`src/rtl/core/pas_pkg.sv`:
```
`timescale 1ns / 1ps
// ----------------------------------------------------------------------------
// Periodic alarm scheduler package
// Shared codes, calendar helpers and the controller/datapath interface types.
// ----------------------------------------------------------------------------
package pas_pkg;

    // Skip counter: the reported count is SKIP_W bits and saturates at SKIP_MAX.
    localparam int SKIP_BITS = 16;
    localparam int SKIP_W    = 16;
    localparam logic [SKIP_W-1:0] SKIP_MAX = (SKIP_BITS >= SKIP_W) ? {SKIP_W{1'b1}} :
                                             SKIP_W'((64'd1 << SKIP_BITS) - 64'd1);

    // Calendar limits.
    localparam logic [6:0] SECS_PER_MIN    = 7'd60;
    localparam logic [6:0] MINS_PER_HOUR   = 7'd60;
    localparam logic [5:0] HOURS_PER_DAY   = 6'd24;
    localparam logic [3:0] MONTHS_PER_YEAR = 4'd12;
    localparam logic [5:0] SEC_LAST        = 6'd59;
    localparam logic [5:0] MIN_LAST        = 6'd59;
    localparam logic [4:0] HOUR_LAST       = 5'd23;
    localparam logic [3:0] MONTH_FEB       = 4'd2;

    // Year numbering starts at the epoch year; within the 8-bit span the only
    // century years are 2000, 2100 and 2200, and only 2000 is a multiple of 400.
    localparam logic [11:0] EPOCH_YEAR   = 12'd1970;
    localparam logic [11:0] CENTURY_2100 = 12'd2100;
    localparam logic [11:0] CENTURY_2200 = 12'd2200;

    // Request opcodes.
    localparam logic OP_START    = 1'b0;
    localparam logic OP_SCHEDULE = 1'b1;

    // Period status codes.
    localparam logic [1:0] STATUS_OK    = 2'd0;
    localparam logic [1:0] STATUS_RANGE = 2'd1;
    localparam logic [1:0] STATUS_ZERO  = 2'd2;

    // Alarm match modes.
    localparam logic [1:0] MODE_EVERY_SEC  = 2'd0;
    localparam logic [1:0] MODE_MATCH_SEC  = 2'd1;
    localparam logic [1:0] MODE_MATCH_MIN  = 2'd2;
    localparam logic [1:0] MODE_MATCH_HOUR = 2'd3;

    // Configuration register indexes.
    localparam logic [1:0] CFG_PERIOD_SECONDS = 2'd0;
    localparam logic [1:0] CFG_PERIOD_MINUTES = 2'd1;
    localparam logic [1:0] CFG_PERIOD_HOURS   = 2'd2;

    // Controller to datapath commands.
    typedef struct packed {
        logic capture;
        logic normalize;
        logic eval;
        logic step;
        logic load_out;
    } pas_cmd_t;

    // Datapath to controller status.
    typedef struct packed {
        logic op;
        logic period_ok;
        logic alarm_lt_now;
        logic adv;
    } pas_stat_t;

    function automatic logic is_leap(input logic [7:0] year);
        logic [11:0] full;
        full = EPOCH_YEAR + {4'd0, year};
        return (full[1:0] == 2'b00) && (full != CENTURY_2100) && (full != CENTURY_2200);
    endfunction

    function automatic logic [4:0] month_len(input logic [7:0] year, input logic [3:0] month);
        logic [4:0] base;
        case (month) inside
            MONTH_FEB:                   base = 5'd28;
            4'd4, 4'd6, 4'd9, 4'd11:     base = 5'd30;
            default:                     base = 5'd31;
        endcase
        return base + {4'd0, (month == MONTH_FEB) && is_leap(year)};
    endfunction

endpackage

```
`src/rtl/core/pas_ctrl.sv`:
```
`timescale 1ns / 1ps
// ----------------------------------------------------------------------------
// Periodic alarm scheduler controller
// Sequences capture, normalization, evaluation, catch-up and result hand-off.
// ----------------------------------------------------------------------------
module pas_ctrl (
    input  logic               aclk,
    input  logic               aresetn,
    input  logic               s_valid,
    output logic               s_ready,
    output logic               m_valid,
    input  logic               m_ready,
    input  pas_pkg::pas_stat_t stat,
    output pas_pkg::pas_cmd_t  cmd
);

    typedef enum logic [4:0] {
        ST_IDLE = 5'b00001,
        ST_NORM = 5'b00010,
        ST_EVAL = 5'b00100,
        ST_STEP = 5'b01000,
        ST_DONE = 5'b10000
    } state_t;

    state_t state_reg, state_next;
    logic   m_valid_reg, m_valid_next;

    assign s_ready = (state_reg == ST_IDLE);
    assign m_valid = m_valid_reg;

    always_comb begin
        state_next = state_reg;
        cmd        = '0;
        unique case (state_reg)
            ST_IDLE: begin
                if (s_valid) begin
                    cmd.capture = 1'b1;
                    state_next  = ST_NORM;
                end
            end
            ST_NORM: begin
                cmd.normalize = 1'b1;
                state_next    = ST_EVAL;
            end
            ST_EVAL: begin
                cmd.eval = 1'b1;
                if (stat.op == pas_pkg::OP_SCHEDULE && stat.period_ok && stat.alarm_lt_now) begin
                    state_next = ST_STEP;
                end else begin
                    state_next = ST_DONE;
                end
            end
            ST_STEP: begin
                // One period per cycle until the alarm catches up or wraps.
                if (stat.adv) begin
                    cmd.step = 1'b1;
                end else begin
                    state_next = ST_DONE;
                end
            end
            ST_DONE: begin
                if (!m_valid_reg || m_ready) begin
                    cmd.load_out = 1'b1;
                    state_next   = ST_IDLE;
                end
            end
            default: state_next = ST_IDLE;
        endcase
    end

    always_comb begin
        if (cmd.load_out) begin
            m_valid_next = 1'b1;
        end else if (m_ready) begin
            m_valid_next = 1'b0;
        end else begin
            m_valid_next = m_valid_reg;
        end
    end

    always_ff @(posedge aclk) begin
        if (!aresetn) begin
            state_reg   <= ST_IDLE;
            m_valid_reg <= 1'b0;
        end else begin
            state_reg   <= state_next;
            m_valid_reg <= m_valid_next;
        end
    end

    a_load_slot_free: assert property (@(posedge aclk) disable iff (!aresetn)
        cmd.load_out |-> (!m_valid_reg || m_ready))
        else $error("result loaded while the output register is still full");

    a_step_entry: assert property (@(posedge aclk) disable iff (!aresetn)
        (state_reg == ST_STEP) |-> ($past(state_reg) == ST_EVAL || $past(state_reg) == ST_STEP))
        else $error("catch-up entered without an evaluation");

endmodule

```
`src/rtl/core/pas_datapath.sv`:
```
`timescale 1ns / 1ps
// ----------------------------------------------------------------------------
// Periodic alarm scheduler datapath
// Period registers, alarm and skip state, current-time normalization, the
// one-period calendar adder and the result register.
// ----------------------------------------------------------------------------
module pas_datapath (
    input  logic                       aclk,
    input  logic                       aresetn,
    input  logic                       cfg_we,
    input  logic [1:0]                 cfg_index,
    input  logic [5:0]                 cfg_data,
    input  logic                       s_op,
    input  logic [7:0]                 s_now_year,
    input  logic [3:0]                 s_now_month,
    input  logic [4:0]                 s_now_day,
    input  logic [4:0]                 s_now_hour,
    input  logic [5:0]                 s_now_minute,
    input  logic [5:0]                 s_now_second,
    input  logic                       s_timer_fired,
    input  pas_pkg::pas_cmd_t          cmd,
    output pas_pkg::pas_stat_t         stat,
    output logic [1:0]                 m_status,
    output logic [1:0]                 m_match_mode,
    output logic [7:0]                 m_alarm_year,
    output logic [3:0]                 m_alarm_month,
    output logic [4:0]                 m_alarm_day,
    output logic [4:0]                 m_alarm_hour,
    output logic [5:0]                 m_alarm_minute,
    output logic [5:0]                 m_alarm_second,
    output logic [pas_pkg::SKIP_W-1:0] m_skipped_cycles
);

    // Period configuration.
    logic [5:0] per_sec_reg, per_min_reg;
    logic [4:0] per_hour_reg;

    // Captured request.
    logic       op_reg;
    logic [7:0] raw_year_reg;
    logic [3:0] raw_month_reg;
    logic [4:0] raw_day_reg, raw_hour_reg;
    logic [5:0] raw_minute_reg, raw_second_reg;

    // Normalized current time; year 256 stands for the end of the calendar.
    logic [8:0] now_year_reg, norm_year_next;
    logic [3:0] now_month_reg, norm_month_next;
    logic [4:0] now_day_reg, norm_day_next, now_hour_reg, norm_hour_next;
    logic [5:0] now_minute_reg, norm_minute_next, now_second_reg, norm_second_next;
    logic [4:0] raw_ml;
    logic       norm_inc_day, norm_new_month;

    // Alarm and skip state.
    logic [7:0] alarm_year_reg;
    logic [3:0] alarm_month_reg;
    logic [4:0] alarm_day_reg, alarm_hour_reg;
    logic [5:0] alarm_minute_reg, alarm_second_reg;
    logic [pas_pkg::SKIP_W-1:0] skip_reg;
    logic       wake_pending_reg, first_reg, wrap_reg;

    // One-period advance.
    logic [6:0] sum_sec, sum_min;
    logic [5:0] sum_hour;
    logic       carry_sec, carry_min, carry_hour;
    logic [4:0] alarm_ml;
    logic [7:0] adv_year_next;
    logic [3:0] adv_month_next;
    logic [4:0] adv_day_next, adv_hour_next;
    logic [5:0] adv_minute_next, adv_second_next;
    logic       adv_wrap_next;

    logic [1:0] period_status, period_mode;
    logic       alarm_lt_now;

    // ------------------------------------------------------------------
    // Period checks
    // ------------------------------------------------------------------
    always_comb begin
        if (per_hour_reg > pas_pkg::HOUR_LAST || per_min_reg > pas_pkg::MIN_LAST ||
            per_sec_reg > pas_pkg::SEC_LAST) begin
            period_status = pas_pkg::STATUS_RANGE;
        end else if (per_hour_reg == 5'd0 && per_min_reg == 6'd0 && per_sec_reg == 6'd0) begin
            period_status = pas_pkg::STATUS_ZERO;
        end else begin
            period_status = pas_pkg::STATUS_OK;
        end

        if (period_status != pas_pkg::STATUS_OK) begin
            period_mode = pas_pkg::MODE_EVERY_SEC;
        end else if (per_hour_reg != 5'd0) begin
            period_mode = pas_pkg::MODE_MATCH_HOUR;
        end else if (per_min_reg != 6'd0) begin
            period_mode = pas_pkg::MODE_MATCH_MIN;
        end else if (per_sec_reg == 6'd1) begin
            period_mode = pas_pkg::MODE_EVERY_SEC;
        end else begin
            period_mode = pas_pkg::MODE_MATCH_SEC;
        end
    end

    // ------------------------------------------------------------------
    // Current time normalization: an out-of-range field rounds up to the
    // start of the next larger unit, a zero month or day to the start of
    // the enclosing unit.
    // ------------------------------------------------------------------
    assign raw_ml = pas_pkg::month_len(raw_year_reg, raw_month_reg);

    always_comb begin
        norm_year_next   = {1'b0, raw_year_reg};
        norm_month_next  = raw_month_reg;
        norm_day_next    = raw_day_reg;
        norm_hour_next   = raw_hour_reg;
        norm_minute_next = raw_minute_reg;
        norm_second_next = raw_second_reg;
        norm_inc_day     = 1'b0;
        norm_new_month   = 1'b0;
        if (raw_month_reg > pas_pkg::MONTHS_PER_YEAR) begin
            norm_year_next   = {1'b0, raw_year_reg} + 9'd1;
            norm_month_next  = 4'd1;
            norm_day_next    = 5'd1;
            norm_hour_next   = 5'd0;
            norm_minute_next = 6'd0;
            norm_second_next = 6'd0;
        end else if (raw_month_reg == 4'd0) begin
            norm_month_next  = 4'd1;
            norm_day_next    = 5'd1;
            norm_hour_next   = 5'd0;
            norm_minute_next = 6'd0;
            norm_second_next = 6'd0;
        end else if (raw_day_reg == 5'd0) begin
            norm_day_next    = 5'd1;
            norm_hour_next   = 5'd0;
            norm_minute_next = 6'd0;
            norm_second_next = 6'd0;
        end else begin
            if (raw_day_reg > raw_ml) begin
                norm_new_month = 1'b1;
            end else if (raw_hour_reg > pas_pkg::HOUR_LAST) begin
                norm_inc_day = 1'b1;
            end else if (raw_minute_reg > pas_pkg::MIN_LAST) begin
                if (raw_hour_reg == pas_pkg::HOUR_LAST) begin
                    norm_inc_day = 1'b1;
                end else begin
                    norm_hour_next   = raw_hour_reg + 5'd1;
                    norm_minute_next = 6'd0;
                    norm_second_next = 6'd0;
                end
            end else if (raw_second_reg > pas_pkg::SEC_LAST) begin
                if (raw_minute_reg != pas_pkg::MIN_LAST) begin
                    norm_minute_next = raw_minute_reg + 6'd1;
                    norm_second_next = 6'd0;
                end else if (raw_hour_reg == pas_pkg::HOUR_LAST) begin
                    norm_inc_day = 1'b1;
                end else begin
                    norm_hour_next   = raw_hour_reg + 5'd1;
                    norm_minute_next = 6'd0;
                    norm_second_next = 6'd0;
                end
            end

            if (norm_inc_day) begin
                if (raw_day_reg == raw_ml) begin
                    norm_new_month = 1'b1;
                end else begin
                    norm_day_next    = raw_day_reg + 5'd1;
                    norm_hour_next   = 5'd0;
                    norm_minute_next = 6'd0;
                    norm_second_next = 6'd0;
                end
            end

            if (norm_new_month) begin
                if (raw_month_reg == pas_pkg::MONTHS_PER_YEAR) begin
                    norm_year_next  = {1'b0, raw_year_reg} + 9'd1;
                    norm_month_next = 4'd1;
                end else begin
                    norm_month_next = raw_month_reg + 4'd1;
                end
                norm_day_next    = 5'd1;
                norm_hour_next   = 5'd0;
                norm_minute_next = 6'd0;
                norm_second_next = 6'd0;
            end
        end
    end

    // ------------------------------------------------------------------
    // Alarm plus one period. The period is under one day, so the day moves
    // by at most one.
    // ------------------------------------------------------------------
    assign alarm_ml = pas_pkg::month_len(alarm_year_reg, alarm_month_reg);

    always_comb begin
        sum_sec   = {1'b0, alarm_second_reg} + {1'b0, per_sec_reg};
        carry_sec = (sum_sec >= pas_pkg::SECS_PER_MIN);
        adv_second_next = carry_sec ? 6'(sum_sec - pas_pkg::SECS_PER_MIN) : sum_sec[5:0];

        sum_min   = {1'b0, alarm_minute_reg} + {1'b0, per_min_reg} + {6'd0, carry_sec};
        carry_min = (sum_min >= pas_pkg::MINS_PER_HOUR);
        adv_minute_next = carry_min ? 6'(sum_min - pas_pkg::MINS_PER_HOUR) : sum_min[5:0];

        sum_hour   = {1'b0, alarm_hour_reg} + {1'b0, per_hour_reg} + {5'd0, carry_min};
        carry_hour = (sum_hour >= pas_pkg::HOURS_PER_DAY);
        adv_hour_next = carry_hour ? 5'(sum_hour - pas_pkg::HOURS_PER_DAY) : sum_hour[4:0];

        adv_year_next  = alarm_year_reg;
        adv_month_next = alarm_month_reg;
        adv_day_next   = alarm_day_reg;
        adv_wrap_next  = 1'b0;
        if (carry_hour) begin
            if (alarm_day_reg == alarm_ml) begin
                adv_day_next = 5'd1;
                if (alarm_month_reg == pas_pkg::MONTHS_PER_YEAR) begin
                    adv_month_next = 4'd1;
                    {adv_wrap_next, adv_year_next} = {1'b0, alarm_year_reg} + 9'd1;
                end else begin
                    adv_month_next = alarm_month_reg + 4'd1;
                end
            end else begin
                adv_day_next = alarm_day_reg + 5'd1;
            end
        end
    end

    assign alarm_lt_now = {1'b0, alarm_year_reg, alarm_month_reg, alarm_day_reg,
                           alarm_hour_reg, alarm_minute_reg, alarm_second_reg}
                        < {now_year_reg, now_month_reg, now_day_reg,
                           now_hour_reg, now_minute_reg, now_second_reg};

    assign stat.op           = op_reg;
    assign stat.period_ok    = (period_status == pas_pkg::STATUS_OK);
    assign stat.alarm_lt_now = alarm_lt_now;
    assign stat.adv          = alarm_lt_now && !wrap_reg;

    // ------------------------------------------------------------------
    // Configuration registers
    // ------------------------------------------------------------------
    always_ff @(posedge aclk) begin
        if (!aresetn) begin
            per_sec_reg  <= 6'd0;
            per_min_reg  <= 6'd0;
            per_hour_reg <= 5'd0;
        end else if (cfg_we) begin
            unique case (cfg_index)
                pas_pkg::CFG_PERIOD_SECONDS: per_sec_reg  <= cfg_data;
                pas_pkg::CFG_PERIOD_MINUTES: per_min_reg  <= cfg_data;
                pas_pkg::CFG_PERIOD_HOURS:   per_hour_reg <= cfg_data[4:0];
                default: ;
            endcase
        end
    end

    // ------------------------------------------------------------------
    // Request and normalized time registers
    // ------------------------------------------------------------------
    always_ff @(posedge aclk) begin
        if (cmd.capture) begin
            op_reg         <= s_op;
            raw_year_reg   <= s_now_year;
            raw_month_reg  <= s_now_month;
            raw_day_reg    <= s_now_day;
            raw_hour_reg   <= s_now_hour;
            raw_minute_reg <= s_now_minute;
            raw_second_reg <= s_now_second;
        end
        if (cmd.normalize) begin
            now_year_reg   <= norm_year_next;
            now_month_reg  <= norm_month_next;
            now_day_reg    <= norm_day_next;
            now_hour_reg   <= norm_hour_next;
            now_minute_reg <= norm_minute_next;
            now_second_reg <= norm_second_next;
        end
    end

    // ------------------------------------------------------------------
    // Alarm, skip count and wake tracking
    // ------------------------------------------------------------------
    always_ff @(posedge aclk) begin
        if (!aresetn) begin
            alarm_year_reg   <= 8'd0;
            alarm_month_reg  <= 4'd1;
            alarm_day_reg    <= 5'd1;
            alarm_hour_reg   <= 5'd0;
            alarm_minute_reg <= 6'd0;
            alarm_second_reg <= 6'd0;
            skip_reg         <= '0;
            wake_pending_reg <= 1'b1;
            first_reg        <= 1'b0;
            wrap_reg         <= 1'b0;
        end else begin
            if (cmd.capture) begin
                wake_pending_reg <= wake_pending_reg | s_timer_fired;
            end

            if (cmd.eval) begin
                wrap_reg <= 1'b0;
                if (op_reg == pas_pkg::OP_START) begin
                    skip_reg <= '0;
                    // A time at the end of the calendar loads as year 0.
                    if (period_status == pas_pkg::STATUS_OK) begin
                        alarm_year_reg   <= now_year_reg[7:0];
                        alarm_month_reg  <= now_month_reg;
                        alarm_day_reg    <= now_day_reg;
                        alarm_hour_reg   <= now_hour_reg;
                        alarm_minute_reg <= now_minute_reg;
                        alarm_second_reg <= now_second_reg;
                    end
                end else if (period_status == pas_pkg::STATUS_OK && alarm_lt_now) begin
                    // The first advance after a wake is the expected one.
                    if (wake_pending_reg) begin
                        wake_pending_reg <= 1'b0;
                        skip_reg         <= '0;
                        first_reg        <= 1'b1;
                    end else begin
                        first_reg <= 1'b0;
                    end
                end
            end

            if (cmd.step) begin
                alarm_year_reg   <= adv_year_next;
                alarm_month_reg  <= adv_month_next;
                alarm_day_reg    <= adv_day_next;
                alarm_hour_reg   <= adv_hour_next;
                alarm_minute_reg <= adv_minute_next;
                alarm_second_reg <= adv_second_next;
                wrap_reg         <= adv_wrap_next;
                if (first_reg) begin
                    first_reg <= 1'b0;
                end else if (skip_reg != pas_pkg::SKIP_MAX) begin
                    skip_reg <= skip_reg + 1'b1;
                end
            end
        end
    end

    // ------------------------------------------------------------------
    // Result register
    // ------------------------------------------------------------------
    always_ff @(posedge aclk) begin
        if (cmd.load_out) begin
            m_status         <= period_status;
            m_match_mode     <= period_mode;
            m_alarm_year     <= alarm_year_reg;
            m_alarm_month    <= alarm_month_reg;
            m_alarm_day      <= alarm_day_reg;
            m_alarm_hour     <= alarm_hour_reg;
            m_alarm_minute   <= alarm_minute_reg;
            m_alarm_second   <= alarm_second_reg;
            m_skipped_cycles <= skip_reg;
        end
    end

    a_alarm_valid: assert property (@(posedge aclk) disable iff (!aresetn)
        (alarm_month_reg >= 4'd1) && (alarm_month_reg <= pas_pkg::MONTHS_PER_YEAR) &&
        (alarm_day_reg >= 5'd1) && (alarm_day_reg <= alarm_ml) &&
        (alarm_hour_reg <= pas_pkg::HOUR_LAST) && (alarm_minute_reg <= pas_pkg::MIN_LAST) &&
        (alarm_second_reg <= pas_pkg::SEC_LAST))
        else $error("alarm register holds an invalid calendar time");

    a_first_clears_wake: assert property (@(posedge aclk) disable iff (!aresetn)
        first_reg |-> !wake_pending_reg)
        else $error("uncounted advance pending while wake is still set");

    a_wrap_at_origin: assert property (@(posedge aclk) disable iff (!aresetn)
        wrap_reg |-> (alarm_year_reg == 8'd0 && alarm_month_reg == 4'd1 &&
                      alarm_day_reg == 5'd1))
        else $error("year wrap flagged away from the start of the calendar");

endmodule

```
`src/rtl/core/periodic_alarm_scheduler_top.sv`:
```
`timescale 1ns / 1ps
// A start request, or a schedule request that needs no catch-up, passes through the
// normalize, eval and done states; no new request is taken before its result loads.
// A schedule request that advances the alarm k periods also passes through the
// catch-up state, where the calendar adder moves the alarm by one period per cycle.
// Reset (aresetn, synchronous, active low) clears the period to zero, the alarm to
// year 0 January 1 00:00:00, the skip count to zero, and marks a wake as pending.
// ----------------------------------------------------------------------------
// Periodic alarm scheduler
// Keeps a calendar alarm and moves it forward by a configured period until
// it is no longer before the current time, counting skipped periods.
// ----------------------------------------------------------------------------
module periodic_alarm_scheduler_top (
    input  logic                       aclk,
    input  logic                       aresetn,
    input  logic                       cfg_valid,
    output logic                       cfg_ready,
    input  logic [1:0]                 cfg_index,
    input  logic [5:0]                 cfg_data,
    input  logic                       s_valid,
    output logic                       s_ready,
    input  logic                       s_op,
    input  logic [7:0]                 s_now_year,
    input  logic [3:0]                 s_now_month,
    input  logic [4:0]                 s_now_day,
    input  logic [4:0]                 s_now_hour,
    input  logic [5:0]                 s_now_minute,
    input  logic [5:0]                 s_now_second,
    input  logic                       s_timer_fired,
    output logic                       m_valid,
    input  logic                       m_ready,
    output logic [1:0]                 m_status,
    output logic [1:0]                 m_match_mode,
    output logic [7:0]                 m_alarm_year,
    output logic [3:0]                 m_alarm_month,
    output logic [4:0]                 m_alarm_day,
    output logic [4:0]                 m_alarm_hour,
    output logic [5:0]                 m_alarm_minute,
    output logic [5:0]                 m_alarm_second,
    output logic [pas_pkg::SKIP_W-1:0] m_skipped_cycles
);

    pas_pkg::pas_cmd_t  cmd;
    pas_pkg::pas_stat_t stat;
    logic               cfg_we;

    // Period registers are to be written only while idle; the block does not enforce it, so writes are always taken.
    assign cfg_ready = 1'b1;
    assign cfg_we    = cfg_valid && cfg_ready;

    pas_ctrl u_ctrl (
        .aclk    (aclk),
        .aresetn (aresetn),
        .s_valid (s_valid),
        .s_ready (s_ready),
        .m_valid (m_valid),
        .m_ready (m_ready),
        .stat    (stat),
        .cmd     (cmd)
    );

    pas_datapath u_datapath (
        .aclk             (aclk),
        .aresetn          (aresetn),
        .cfg_we           (cfg_we),
        .cfg_index        (cfg_index),
        .cfg_data         (cfg_data),
        .s_op             (s_op),
        .s_now_year       (s_now_year),
        .s_now_month      (s_now_month),
        .s_now_day        (s_now_day),
        .s_now_hour       (s_now_hour),
        .s_now_minute     (s_now_minute),
        .s_now_second     (s_now_second),
        .s_timer_fired    (s_timer_fired),
        .cmd              (cmd),
        .stat             (stat),
        .m_status         (m_status),
        .m_match_mode     (m_match_mode),
        .m_alarm_year     (m_alarm_year),
        .m_alarm_month    (m_alarm_month),
        .m_alarm_day      (m_alarm_day),
        .m_alarm_hour     (m_alarm_hour),
        .m_alarm_minute   (m_alarm_minute),
        .m_alarm_second   (m_alarm_second),
        .m_skipped_cycles (m_skipped_cycles)
    );

endmodule
```
`config.mk`:
```
export PLATFORM = sky130hd
export DESIGN_NAME = periodic_alarm_scheduler_top
export DESIGN_NICKNAME = d
export VERILOG_FILES = /design/src/rtl/core/pas_pkg.sv /design/src/rtl/core/pas_ctrl.sv /design/src/rtl/core/pas_datapath.sv /design/src/rtl/core/periodic_alarm_scheduler_top.sv
export SDC_FILE = /design/constraint.sdc
export NUM_CORES = 1
export LEC_CHECK = 0
export BUFFER_PORTS_ARGS = -buffer_cell sky130_fd_sc_hd__buf_2
export CAP_MARGIN = 15
export CELL_PAD_IN_SITES_DETAIL_PLACEMENT = 1
export CELL_PAD_IN_SITES_GLOBAL_PLACEMENT = 2
export CORE_MARGIN = 1
export CORE_UTILIZATION = 39
export DETAILED_ROUTE_END_ITERATION = 12
export PLACE_DENSITY_LB_ADDON = 0.1
export SETUP_SLACK_MARGIN = 0.2
export SLEW_MARGIN = 10
export SYNTH_ARGS = -nofsm -noshare
export SYNTH_HDL_FRONTEND = slang
export SYNTH_SLANG_ARGS = --single-unit
```
`constraint.sdc`:
```
create_clock -name aclk -period 8.4 [get_ports aclk]
set_clock_uncertainty 0.05 [all_clocks]
set_input_delay 0.84 -clock aclk [delete_from_list [all_inputs] [get_ports aclk]]
set_output_delay 0.84 -clock aclk [all_outputs]
set_load 0.05 [all_outputs]
```
# [Yosys cells after proc, flatten, opt, wreduce, memory -nomap -nowiden]
# Index checks and enable logic that the tools add are counted.
# W data, S select, Z words.
[op_classes] n_addsub=21 magnitude_cmp=12 eq_ne=36 n_mux=131 n_bitwise=1 n_reduce_logical=44
[op_table] operator="$mux W6" n=26
[op_table] operator="$mux W5" n=27
[op_table] operator="$mux W16" n=7
[op_table] operator="$mux W8" n=7
[op_table] operator="$ne A12 B12 Y1 const B" n=4
[op_table] operator="$mux W9" n=5
[op_table] operator="$mux W1" n=44
[op_table] operator="$mux W4" n=10
[op_table] operator="$lt A34 B35 Y1" n=1
[op_table] operator="$pmux W5 S5" n=1
[op_table] operator="$add A11 B8 Y12 const A" n=2
[op_table] operator="$eq A4 B4 Y1 const B" n=6
[op_table] operator="$gt A6 B6 Y1 const B" n=4
[op_table] operator="$add A8 B1 Y9 const B" n=2
[op_table] operator="$add A16 B1 Y16 const B" n=1
[op_table] operator="$eq A4 B3 Y1 const B" n=4
[op_table] operator="$ne A16 B16 Y1 const B" n=1
[op_table] operator="$add A5 B1 Y5 const B" n=3
[op_table] operator="$add A6 B6 Y7" n=2
[op_table] operator="$ge A7 B6 Y1 const B" n=2
[op_table] operator="$logic_and A1 B1 Y1" n=12
[op_table] operator="$logic_not A6 Y1" n=2
[op_table] operator="$reduce_or A4 Y1" n=3
[op_table] operator="$sub A6 B6 Y6 const B" n=2
[op_table] operator="40 further kinds" n=67
[word_totals] regBits=200 inputBits=49 output_inout_bits=57 elab_cells=282

# [Logic depth before layout (Yosys ltp)]
# Gate-level depths: netlist of the first run.
[depth] ltp_word=19 ltp_mapped=27 ltp_nobuf=26

# [Modules after synthesis]
# A second synthesis of the first run with hierarchy kept.
[unflattened] hier_cells=1065 hier_area_um2=10915.5
[by_module_without_submodules] mod="pas_datapath" n_inst=1 cells_each=1021 area_each_um2=10562.6 seq_area_each_um2=5124.9
[by_module_without_submodules] mod="pas_ctrl" n_inst=1 cells_each=42 area_each_um2=341.6 seq_area_each_um2=120.1
[by_module_without_submodules] mod="periodic_alarm_scheduler_top" n_inst=1 cells_each=2 area_each_um2=11.3 seq_area_each_um2=0.0

# [Worst setup path after synthesis of the first run]
# OpenSTA, ideal clock, no wires.
[synth_timing] path_type="register to register" start="reg u_datapath.per_sec_reg[0]" end="reg u_datapath.alarm_day_reg[4]" setup_ps=88 t_arrival_ps=6012 required_time_ps=8262 path_slack_ps=2250 path_stages_with_launch=27 path_buffers=1 synth_period_minus_slack_ps=6150 path_cell_list="dfxtp_1 -> ha_1 -> inv_1 -> fa_1 -> xnor2_1 -> ha_1 -> a32oi_1 -> o311ai_2 -> fa_1 -> inv_1 -> fa_1 -> xnor2_1 -> ha_1 -> a32o_1 -> a31oi_1 -> fa_1 -> inv_1 -> fa_1 -> a21o_1 -> a21oi_2 -> xnor2_1 -> o311a_1 -> clkbuf_1 -> nor4_1 -> a21oi_1 -> o211a_1 -> a311oi_2"
[synth_via] elab_chain_cells=8 word_cells_on_any_way=16 cone_classes="add/sub (3); order compare (4); eq/ne (1); mux (2); reduce/logical (6)"
[synth_lines] element="from (decl)" line_no="pas_datapath.sv:35" rtl="logic [5:0] per_sec_reg, per_min_reg;"
[synth_lines] element="from (signal assigned)" line_no="pas_datapath.sv:245" rtl="pas_pkg::CFG_PERIOD_SECONDS: per_sec_reg <= cfg_data;"
[synth_lines] element="$add A6 B6 Y7" line_no="pas_datapath.sv:194" rtl="sum_sec = {1'b0, alarm_second_reg} + {1'b0, per_sec_reg};"
[synth_lines] element="$ge A7 B6 Y1" line_no="pas_datapath.sv:195" rtl="carry_sec = (sum_sec >= pas_pkg::SECS_PER_MIN);"
[synth_lines] element="$add A7 B1 Y7" line_no="pas_datapath.sv:198" rtl="sum_min = {1'b0, alarm_minute_reg} + {1'b0, per_min_reg} + {6'd0, carry_sec};"
[synth_lines] element="$ge A7 B6 Y1" line_no="pas_datapath.sv:199" rtl="carry_min = (sum_min >= pas_pkg::MINS_PER_HOUR);"
[synth_lines] element="$add A6 B1 Y6" line_no="pas_datapath.sv:202" rtl="sum_hour = {1'b0, alarm_hour_reg} + {1'b0, per_hour_reg} + {5'd0, carry_min};"
[synth_lines] element="$ge A6 B5 Y1" line_no="pas_datapath.sv:203" rtl="carry_hour = (sum_hour >= pas_pkg::HOURS_PER_DAY);"
[synth_lines] element="$ne A2 B1 Y1 (no line)"
[synth_lines] element="$reduce_and A4 Y1 (no line) *"
[synth_lines] element="to (signal assigned)" line_no="pas_datapath.sv:304" rtl="alarm_day_reg <= now_day_reg;"
[synth_lines] element="to (signal assigned)" line_no="pas_datapath.sv:324" rtl="alarm_day_reg <= adv_day_next;"
[synth_lines] element="to (decl)" line_no="pas_datapath.sv:56" rtl="logic [4:0] alarm_day_reg, alarm_hour_reg;"
# Mark *: on every way between the ends. The rest lies on a longest branch, timed or not.
# A chain may end at the register's enable or synchronous reset.

# [Final worst setup path of the first run]
[layout_timing] start="reg u_datapath.alarm_second_reg[0]" end="reg u_datapath.alarm_year_reg[7]"
[layout_via] elab_chain_cells=8 word_cells_on_any_way=18 cone_classes="add/sub (3); order compare (4); eq/ne (4); mux (3); reduce/logical (4)"
[layout_lines] element="from (decl)" line_no="pas_datapath.sv:57" rtl="logic [5:0] alarm_minute_reg, alarm_second_reg;"
[layout_lines] element="from (signal assigned)" line_no="pas_datapath.sv:307" rtl="alarm_second_reg <= now_second_reg;"
[layout_lines] element="from (signal assigned)" line_no="pas_datapath.sv:327" rtl="alarm_second_reg <= adv_second_next;"
[layout_lines] element="$add A6 B6 Y7" line_no="pas_datapath.sv:194"
[layout_lines] element="$ge A7 B6 Y1" line_no="pas_datapath.sv:195"
[layout_lines] element="$add A7 B1 Y7" line_no="pas_datapath.sv:198"
[layout_lines] element="$ge A7 B6 Y1" line_no="pas_datapath.sv:199"
[layout_lines] element="$add A6 B1 Y6" line_no="pas_datapath.sv:202"
[layout_lines] element="$ge A6 B5 Y1" line_no="pas_datapath.sv:203"
[layout_lines] element="$ne A2 B1 Y1 (no line)"
[layout_lines] element="$reduce_and A6 Y1 (no line)"
[layout_lines] element="to (signal assigned)" line_no="pas_datapath.sv:302" rtl="alarm_year_reg <= now_year_reg[7:0];"
[layout_lines] element="to (signal assigned)" line_no="pas_datapath.sv:322" rtl="alarm_year_reg <= adv_year_next;"
[layout_lines] element="to (decl)" line_no="pas_datapath.sv:54" rtl="logic [7:0] alarm_year_reg;"
# Several ways; a longest one is shown, not always the timed one.

==> results of run 1 <==
==> power by group through the flow <==
stage | registers [mW] | clock network [mW] | logic [mW]
floorplan | 1.11 | 0 | 0.112
global placement | 1.12 | 0 | 0.148
detailed placement | 1.12 | 0 | 0.151
CTS | 1.10 | 0.881 | 0.152
global route | 1.10 | 0.918 | 0.170
finish | 1.09 | 0.853 | 0.149
==> routing by layer <==
| layer | share of wire | vias up | track usage |
|---|---|---|---|
| met5 | 0 | - | 0 |
| met4 | 0.0081 | 0 | 0.0459 |
| met3 | 0.024 | 14 | 0.0219 |
| met2 | 0.44 | 124 | 0.303 |
| met1 | 0.53 | 3818 | 0.285 |
| li1 | - | 3985 | - |
==> cell type report <==
type / count / area, um^2
fillers: 3013 / 14700
flip-flops and latches: 200 / 5250
multi-input cells: 727 / 5090
repair buffers: 111 / 573
clock buffers: 18 / 450
well taps: 341 / 427
inverters: 69 / 259
clock inverters: 14 / 169
==> synth_stat cells (17+ instances only) <==
library cell	instances
inv_1	68
clkbuf_1	17
edfxtp_1	124
xnor2_1	24
nand2_1	101
nand3_1	44
a21oi_1	48
mux2i_1	32
nor2_1	86
o21ai_0	31
dfxtp_1	76
ha_1	76
==> cells in the final DEF, fill, tap and decap left out, types with 8 or more instances in the layout <==
cell type	instances
a211oi_1	12
a21o_1	11
a21oi_1	48
a311oi_1	12
a31oi_1	12
and2_1	14
and3_1	15
buf_2	104
clkbuf_16	18
dfxtp_1	76
edfxtp_1	124
ha_1	76
inv_1	68
mux2i_1	32
nand2_1	101
nand2b_1	9
nand3_1	44
nand4_1	13
nor2_1	86
nor2b_1	10
nor3_1	11
o211ai_1	8
o21a_1	8
o21ai_0	31
or3_1	10
xnor2_1	24
==> how the worst max path moves through the flow <==
stage,cells after the start,slack [ns],from,end
finish,25,1.33,u_datapath.alarm_second_reg[0],u_datapath.alarm_year_reg[7]
global route,25,0.81,u_datapath.alarm_second_reg[0],u_datapath.alarm_year_reg[3]
CTS,25,1.38,u_datapath.alarm_second_reg[0],u_datapath.alarm_year_reg[7]
detailed placement,25,1.41,u_datapath.alarm_second_reg[0],u_datapath.alarm_year_reg[7]
global placement,25,1.70,u_datapath.alarm_second_reg[0],u_datapath.alarm_year_reg[3]
floorplan,26,2.25,u_datapath.per_sec_reg[0],u_datapath.alarm_day_reg[4]
==> worst max-delay path: stages, from the launching register on <==
cell and delay [ns]:
dfxtp_1 0.40, ha_1 0.22, inv_1 0.06, fa_1 0.41, xnor2_1 0.39, ha_1 0.26, a32oi_1 0.12, o311ai_2 0.49
fa_1 0.32, inv_1 0.06, fa_1 0.40, xnor2_1 0.22, ha_1 0.23, a32o_1 0.26, a31oi_1 0.47, fa_1 0.31
inv_1 0.06, fa_1 0.39, a21o_1 0.18, a21oi_2 0.14, xnor2_1 0.12, o311a_1 0.48, nor2b_4 0.22, nand3_2 0.19
or3_1 0.40, a31oi_1 0.15
==> cells by family (layout without fill, tap and decap cells) <==
family	count (synthesis)	count (layout)	synth area share
simple gates	359	359	0.171
compound gates	222	222	0.147
other cells	1	1	0.000349
mux	34	34	0.0319
xor+xnor	30	30	0.0245
buf+inv	101	212	0.0388
fa+ha+maj	81	81	0.0979
flops	200	200	0.489
==> results.md, run 1 <==
* Status: finished clean
* Drt first pass iters at 4
* Critical path startpoint category: register
* ANT nets after route at 0
* CP max FO at 12
* Share of cells above drive strength 1 at 0.156
* Hold buffers post-CTS at 0
* Clk slew on worst S/H paths at 0.09 ns
* Flop pwr share at 0.522
* Cell Area, Placed at 11600 um^2
* CP Data Required Time at 8.71 ns
* Initial core utilization at 0.398
* Reg2reg end: u_datapath.alarm_year_reg[7]
* Area delta synth->final at 13.8%
* Mapped Area at 10700 um^2
* Endpoints failing setup at 0
* IO Count at 106
* Worst VDD drop at 0.0924 mV
* Clock Latency Late Sink at 0.44 ns
* Gate Count Post-Synth at 1028
* Worst min path class: reg -> reg
* Finished Core Util at 0.453
* Ant diodes at 0
* Gpl congestion at 0.799
* Starting DRT DRC Count at 361
* Die height at 168 um
* WL/cell at 17.6 um
* Worst reg2reg path depth at 25
* Hold Path Depth at 2
* H-tree depth at 4
* Max-cap violations at 0
* Switching pwr at 545 uW
* Fmax at 0.141 GHz
* CP Capture Type: register
* Die width at 168 um
* Area leader, netlist: edfxtp_1
* Dominant cells by area after synthesis: edfxtp_1 35%, dfxtp_1 14%, ha_1 8.9%
* Synthesis-stage register bit count at 200
* RSZ-0062 raised after global routing: false
* Worst Hold Endpoint: u_datapath.wrap_reg
* Vias in the first global route at 7873
* Dpl ws at 1.41 ns
* WS Path Type: reg -> reg
* Rows at 60
* Clock sinks at 200
* Arr. time, crit path at 7.38 ns
* Layout Nets at 1256
* Cell Int Power at 1.55 mW
* Slew headroom at 0.381
* LEAKAGE at 4.87 nW
* HP Start: u_datapath.wrap_reg
* Global route overflow at 0
* Cell variety after synth at 83
* Synth warnings at 0
* Post-Route Setup TNS at 0 ns
* Fin cells at 1480
* CTS root buf: clkbuf_16
* Power share of the clock group at 0.407
* CTS tree: built
* Sw frac at 0.260
* Period utilization at 0.842
* Synth top area share at 0.347
* Fin area at 12200 um^2
* # DRC at 0
* Power per cell area at 172 nW/um^2
* Final WL at 26100 um
* Post-Place Cells at 1448
* Vias per inst at 5.37
* Total power draw at 2.10 mW
* Combinational share of power at 0.071
* Crit path time final at 7.07 ns
* Setup Buffers After CTS at 0
* Post-synth top flop: edfxtp_1
* Post-DP HPWL at 19500 um
* Buffer levels on the longest clock path at 2
* Final Hold Viols at 0
* Core area at 27000 um^2
* Ys async rst share at 0
* Slew Viols, Final at 0
* Synth Net Count at 1158
* First-pass GRT wire length at 43000 um
* Post_cts resized at 0
* Post-synthesis sequential area ratio at 0.489
* Setup slack after layout at 1.33 ns
* Worst-Margin Slew at 0.928 ns
* Largest net degree at the start of global routing at 45
* Worst reg2reg startpoint: u_datapath.alarm_second_reg[0]
* CTS Buf Count at 17
* Initial antenna violation count at 0
* Gr usage total at 0.194
* Synthesized area per cell at 10.4 um^2
* Vias at 7941
* Die area at 28200 um^2
* Register-to-register setup slack at 1.33 ns
* EDFF count, synth at 124
* Hold slack at 0.432 ns
* I/O Buffers at 104
Power figures use the tool's default switching activity.
==> run 2: changes to the inputs <==
clock period = 7.2 ns   (was 8.4 ns; I/O delays follow)
==> results.md, run 2 (synthesis gave the netlist of run 1 again) <==
* CTS tree: built
* Crit path time final at 6.48 ns (-0.587 ns)
* Drt first pass iters at 4 (unchanged)
* Ant diodes at 0 (unchanged)
* Buffer levels on the longest clock path at 2 (unchanged)
* Sw frac at 0.261 (+0.00104)
* Vias in the first global route at 8026 (+1.9%)
* Cell Int Power at 1.79 mW (+15%)
* Combinational share of power at 0.073 (+0.002)
* Power per cell area at 198 nW/um^2 (+15%)
* Period utilization at 0.900 (+0.0587)
* Worst min path class: in -> reg
* ANT nets after route at 0 (unchanged)
* Rows at 60 (unchanged)
* # DRC at 0 (unchanged)
* LEAKAGE at 4.91 nW (+0.94%)
* Finished Core Util at 0.454 (+0.000743)
* Fin cells at 1482 (+0.14%)
* Power share of the clock group at 0.400 (-0.007)
* CP startpoint: u_datapath.alarm_second_reg[0]
* Slew headroom at 0.389 (+0.00739)
* Post-Place Cells at 1450 (+0.14%)
* Delay-heaviest family, CP: adder cells
* Largest net degree at the start of global routing at 45 (unchanged)
* Die height at 168 um (unchanged)
* Clk slew on worst S/H paths at 0.08 ns (about the same)
* Worst-Margin Slew at 0.917 ns (-0.0111 ns)
* Max-cap violations at 0 (unchanged)
* Hold slack at 0.397 ns (-0.0352 ns)
* Fmax at 0.154 GHz (+9.1%)
* H-tree depth at 4 (unchanged)
* Final WL at 26500 um (+1.6%)
* Gr usage total at 0.195 (+0.00184)
* Gpl congestion at 0.805 (+0.71%)
* WS Path Type: reg -> reg
* Cell repeated most along the worst path: fa_1
* Most common cell after layout, fill and taps aside: edfxtp_1
* First-pass GRT wire length at 43300 um (+0.69%)
* Post-DP HPWL at 19400 um (-0.18%)
* Post-Route Setup TNS at 0 ns (unchanged)
* Status: finished clean
* Starting DRT DRC Count at 374 (+3.6%)
* Clock sinks at 200 (unchanged)
* Clock Latency Late Sink at 0.44 ns (about the same)
* Worst Path Buf+Inv at 3 (unchanged)
* Core area at 27000 um^2 (unchanged)
* Area delta synth->final at 14.0%
* Endpoints failing setup at 0 (unchanged)
* Arr. time, crit path at 6.80 ns (-0.58 ns)
* Worst reg2reg startpoint: u_datapath.alarm_second_reg[0]
* Initial antenna violation count at 0 (unchanged)
* I/O Buffers at 104 (unchanged)
* Post_cts resized at 0 (unchanged)
* Die width at 168 um (unchanged)
* CP Data Required Time at 7.52 ns (-1.19 ns)
* Layout Nets at 1258 (+0.16%)
* Worst VDD drop at 0.153 mV (+65%)
* HP Start: s_now_year[7]
* Max incr delay on CP at 0.42 ns (-0.07 ns)
* Global route overflow at 0 (unchanged)
* Slew Viols, Final at 0 (unchanged)
* IO Count at 106 (unchanged)
* Hold buffers post-CTS at 0 (unchanged)
* Slowest stage cell on the critical path: fa_1
* FILL cells at 3045 (+1.1%)
* Initial core utilization at 0.398 (unchanged)
* Setup Buffers After CTS at 0 (unchanged)
* Flop pwr share at 0.527 (+0.005)
* CTS Buf Count at 17 (unchanged)
* Share of cells above drive strength 1 at 0.160 (+0.00323)
* Vias per inst at 5.39 (+0.43%)
* RSZ-0062 raised after global routing: false
* Vias at 7986 (+0.57%)
* CP Capture Type: register
* Critical path startpoint category: register
* CP max FO at 9 (-3)
* Die area at 28200 um^2 (unchanged)
* Switching pwr at 632 uW (+16%)
* CTS root buf: clkbuf_16
* Commonest cells after routing, fill and taps aside: 124 x edfxtp_1, 104 x buf_2, 101 x nand2_1
* WL/cell at 17.9 um (+1.4%)
* Final Hold Viols at 0 (unchanged)
[run 2: cell type report]
| type | count | area, um^2 | area share |
|---|---|---|---|
| inverter | 69 | 259 | 0.0212 |
| tap | 341 | 427 | 0.0349 |
| sequential | 200 | 5250 | 0.429 |
| clock buffer | 18 | 439 | 0.0359 |
| multi-input combinational | 727 | 5120 | 0.419 |
| clock inverter | 14 | 153 | 0.0125 |
| timing repair buffer | 113 | 588 | 0.0481 |
[run 2: metrics by stage]
step	cell area [um^2]	worst slack (ns)	power (mW)
2_1_floorplan	10700	1.05	1.42
3_3_place_gp	11600	0.628	1.48
3_5_place_dp	11600	0.281	1.48
4_1_cts	12200	0.253	2.46
5_1_grt	12200	0.255	2.52
6_report	12200	0.718	2.42
[run 2: routing by layer]
| metal | vias to the layer above | track usage | wire length (um) | part of all wire |
|---|---|---|---|---|
| met5 | - | 0 | 0 | 0 |
| met4 | 0 | 0.0483 | 244 | 0.0092 |
| met3 | 15 | 0.0212 | 631 | 0.024 |
| met2 | 115 | 0.301 | 11500 | 0.44 |
| met1 | 3863 | 0.292 | 14100 | 0.53 |
| li1 | 3993 | - | - | - |
[run 2: final timing paths]
kind	end	slack [ns]	depth (start not counted)
setup / recovery	u_datapath.alarm_year_reg[3]	0.72	25
hold / removal	u_datapath.raw_year_reg[7]	0.40	1
setup reg to reg	u_datapath.alarm_year_reg[3]	0.72	25
hold reg to reg	u_datapath.wrap_reg	0.43	2
[run 2: power by group through the flow]
stage               combinational, mW  sequential [mW]  clock (mW)
finish                          0.176             1.28       0.970
global route                    0.199             1.28        1.04
CTS                             0.178             1.28        1.00
detailed placement              0.177             1.30           0
global placement                0.173             1.30           0
floorplan                       0.131             1.29           0
==> run 3: changes to the inputs <==
CTS_BUF_LIST = sky130_fd_sc_hd__clkbuf_16   (was default)
==> results.md, run 3 (synthesis gave the netlist of run 1 again) <==
* Period utilization at 0.900 (unchanged)
* Initial antenna violation count at 0 (unchanged)
* Gr usage total at 0.195 (unchanged)
* Gpl congestion at 0.805 (unchanged)
* Max-cap violations at 0 (unchanged)
* Crit path time final at 6.48 ns (unchanged)
* Worst Hold Endpoint: u_datapath.raw_year_reg[7]
* Slew headroom at 0.389 (unchanged)
* CP Data Required Time at 7.52 ns (about the same)
* Ant diodes at 0 (unchanged)
* RSZ-0062 raised after global routing: false
* Layout Nets at 1258 (unchanged)
* Final WL at 26500 um (unchanged)
* Arr. time, crit path at 6.80 ns (about the same)
* Delay-heaviest family, CP: adder cells
* Worst Path Buf+Inv at 3 (unchanged)
* CTS Buf Count at 17 (unchanged)
* Post-Route Setup TNS at 0 ns (unchanged)
* Slew Viols, Final at 0 (unchanged)
* Critical path startpoint category: register
* Endpoints failing setup at 0 (unchanged)
* Hold buffers post-CTS at 0 (unchanged)
* Vias at 7986 (unchanged)
* Clk slew on worst S/H paths at 0.08 ns (about the same)
* ANT nets after route at 0 (unchanged)
* Core area at 27000 um^2 (unchanged)
* # DRC at 0 (unchanged)
* Power per cell area at 197 nW/um^2 (-0.34%)
* Worst-Margin Slew at 0.917 ns (unchanged)
* Rows at 60 (unchanged)
* Register-to-register setup slack at 0.72 ns (about the same)
* Max incr delay on CP at 0.42 ns (about the same)
* Slowest stage cell on the critical path: fa_1
* Share of cells above drive strength 1 at 0.160 (unchanged)
* Vias in the first global route at 8026 (unchanged)
* Area delta synth->final at 13.9% (about the same)
* CTS tree: built
* WS Path Type: reg -> reg
* Most common cell after layout, fill and taps aside: edfxtp_1
* Post-DP HPWL at 19400 um (unchanged)
* Global route overflow at 0 (unchanged)
* LEAKAGE at 4.91 nW (about the same)
* Commonest cells after routing, fill and taps aside: 124 x edfxtp_1, 104 x buf_2, 101 x nand2_1
* Clock Latency Late Sink at 0.44 ns (about the same)
* Reg2reg end: u_datapath.alarm_year_reg[3]
* Die area at 28200 um^2 (unchanged)
* CTS root buf: clkbuf_16
* HP Start: s_now_year[7]
* Starting DRT DRC Count at 373 (-0.27%)
* First-pass GRT wire length at 43300 um (unchanged)
* Hold slack at 0.397 ns (+0.00000300 ns)
* Worst reg2reg path depth at 25 (unchanged)
* Worst reg2reg startpoint: u_datapath.alarm_second_reg[0]
* Buffer levels on the longest clock path at 2 (unchanged)
* Drt first pass iters at 4 (unchanged)
* Fmax at 0.154 GHz (unchanged)
* Vias per inst at 5.39 (unchanged)
* Largest net degree at the start of global routing at 45 (unchanged)
* Final Hold Viols at 0 (unchanged)
* Cell repeated most along the worst path: fa_1
* I/O Buffers at 104 (unchanged)
* CP max FO at 9 (unchanged)
* Hold Path Depth at 1 (unchanged)
* WL/cell at 17.9 um (unchanged)
* CP Capture Type: register
* Die width at 168 um (unchanged)
* Worst min path class: in -> reg
* Clock sinks at 200 (unchanged)
* H-tree depth at 4 (unchanged)
* Die height at 168 um (unchanged)
* Status: finished clean
* Initial core utilization at 0.398 (unchanged)
* Worst VDD drop at 0.152 mV (about the same)
* IO Count at 106 (unchanged)
run 3: cell types whose count changed in the layout (fill, tap and decap cells not counted), sizes merged:
| cell | previous run | this run |
|---|---|---|
| inv | 75 | 76 |
| clkbuf | 18 | 17 |
run 3: cell type report:
class / instances / area [um^2]
Fill cell: 3046 / 14700
Sequential cell: 200 / 5250
Multi-Input combinational cell: 727 / 5120
Timing Repair Buffer: 113 / 588
Tap cell: 341 / 427
Clock buffer: 17 / 425
Inverter: 69 / 259
Clock inverter: 15 / 156
run 3: metrics by stage:
stage	utilization	worst slack (ns)	cells	instance area [um^2]	power, mW
after floorplan	-	1.05	1028	10700	1.42
after global placement	0.431	0.628	1450	11600	1.48
after detailed placement	0.431	0.281	1450	11600	1.48
after CTS	0.452	0.253	1482	12200	2.45
after global routing	0.454	0.255	1482	12200	2.51
final	0.454	0.718	1482	12200	2.41
run 3: report_power, final:
group          internal [mW]  switching, mW  leakage [nW]
Sequential              1.25         0.0301          1.73
Clock                  0.464          0.496         0.284
Combinational         0.0687          0.107          2.89
Total                   1.78          0.633          4.91
run 3: worst max-delay path by stage:
| stage | cells after the start | slack, ns | startpoint | end |
|---|---|---|---|---|
| floorplan | 26 | 1.05 | u_datapath.per_sec_reg[0] | u_datapath.alarm_day_reg[4] |
| finish | 25 | 0.72 | u_datapath.alarm_second_reg[0] | u_datapath.alarm_year_reg[3] |
| global placement | 25 | 0.63 | u_datapath.alarm_second_reg[0] | u_datapath.alarm_year_reg[3] |
| detailed placement | 25 | 0.28 | u_datapath.alarm_second_reg[0] | u_datapath.alarm_year_reg[3] |
| global route | 25 | 0.25 | u_datapath.alarm_second_reg[0] | u_datapath.alarm_year_reg[3] |
| CTS | 25 | 0.25 | u_datapath.alarm_second_reg[0] | u_datapath.alarm_year_reg[3] |
run 3: timing repair:
item                                    in CTS  in global routing
buffers inserted                             0                  0
gates resized for setup                      0                  4
endpoints found under the setup margin       0                 18
run 3: layer usage:
metal  GRT usage  part of all wire  routed length, um
met1       0.292              0.53              14100
met2       0.301              0.44              11500
met3      0.0212             0.024                631
met4      0.0483            0.0092                244
met5           0                 0                  0
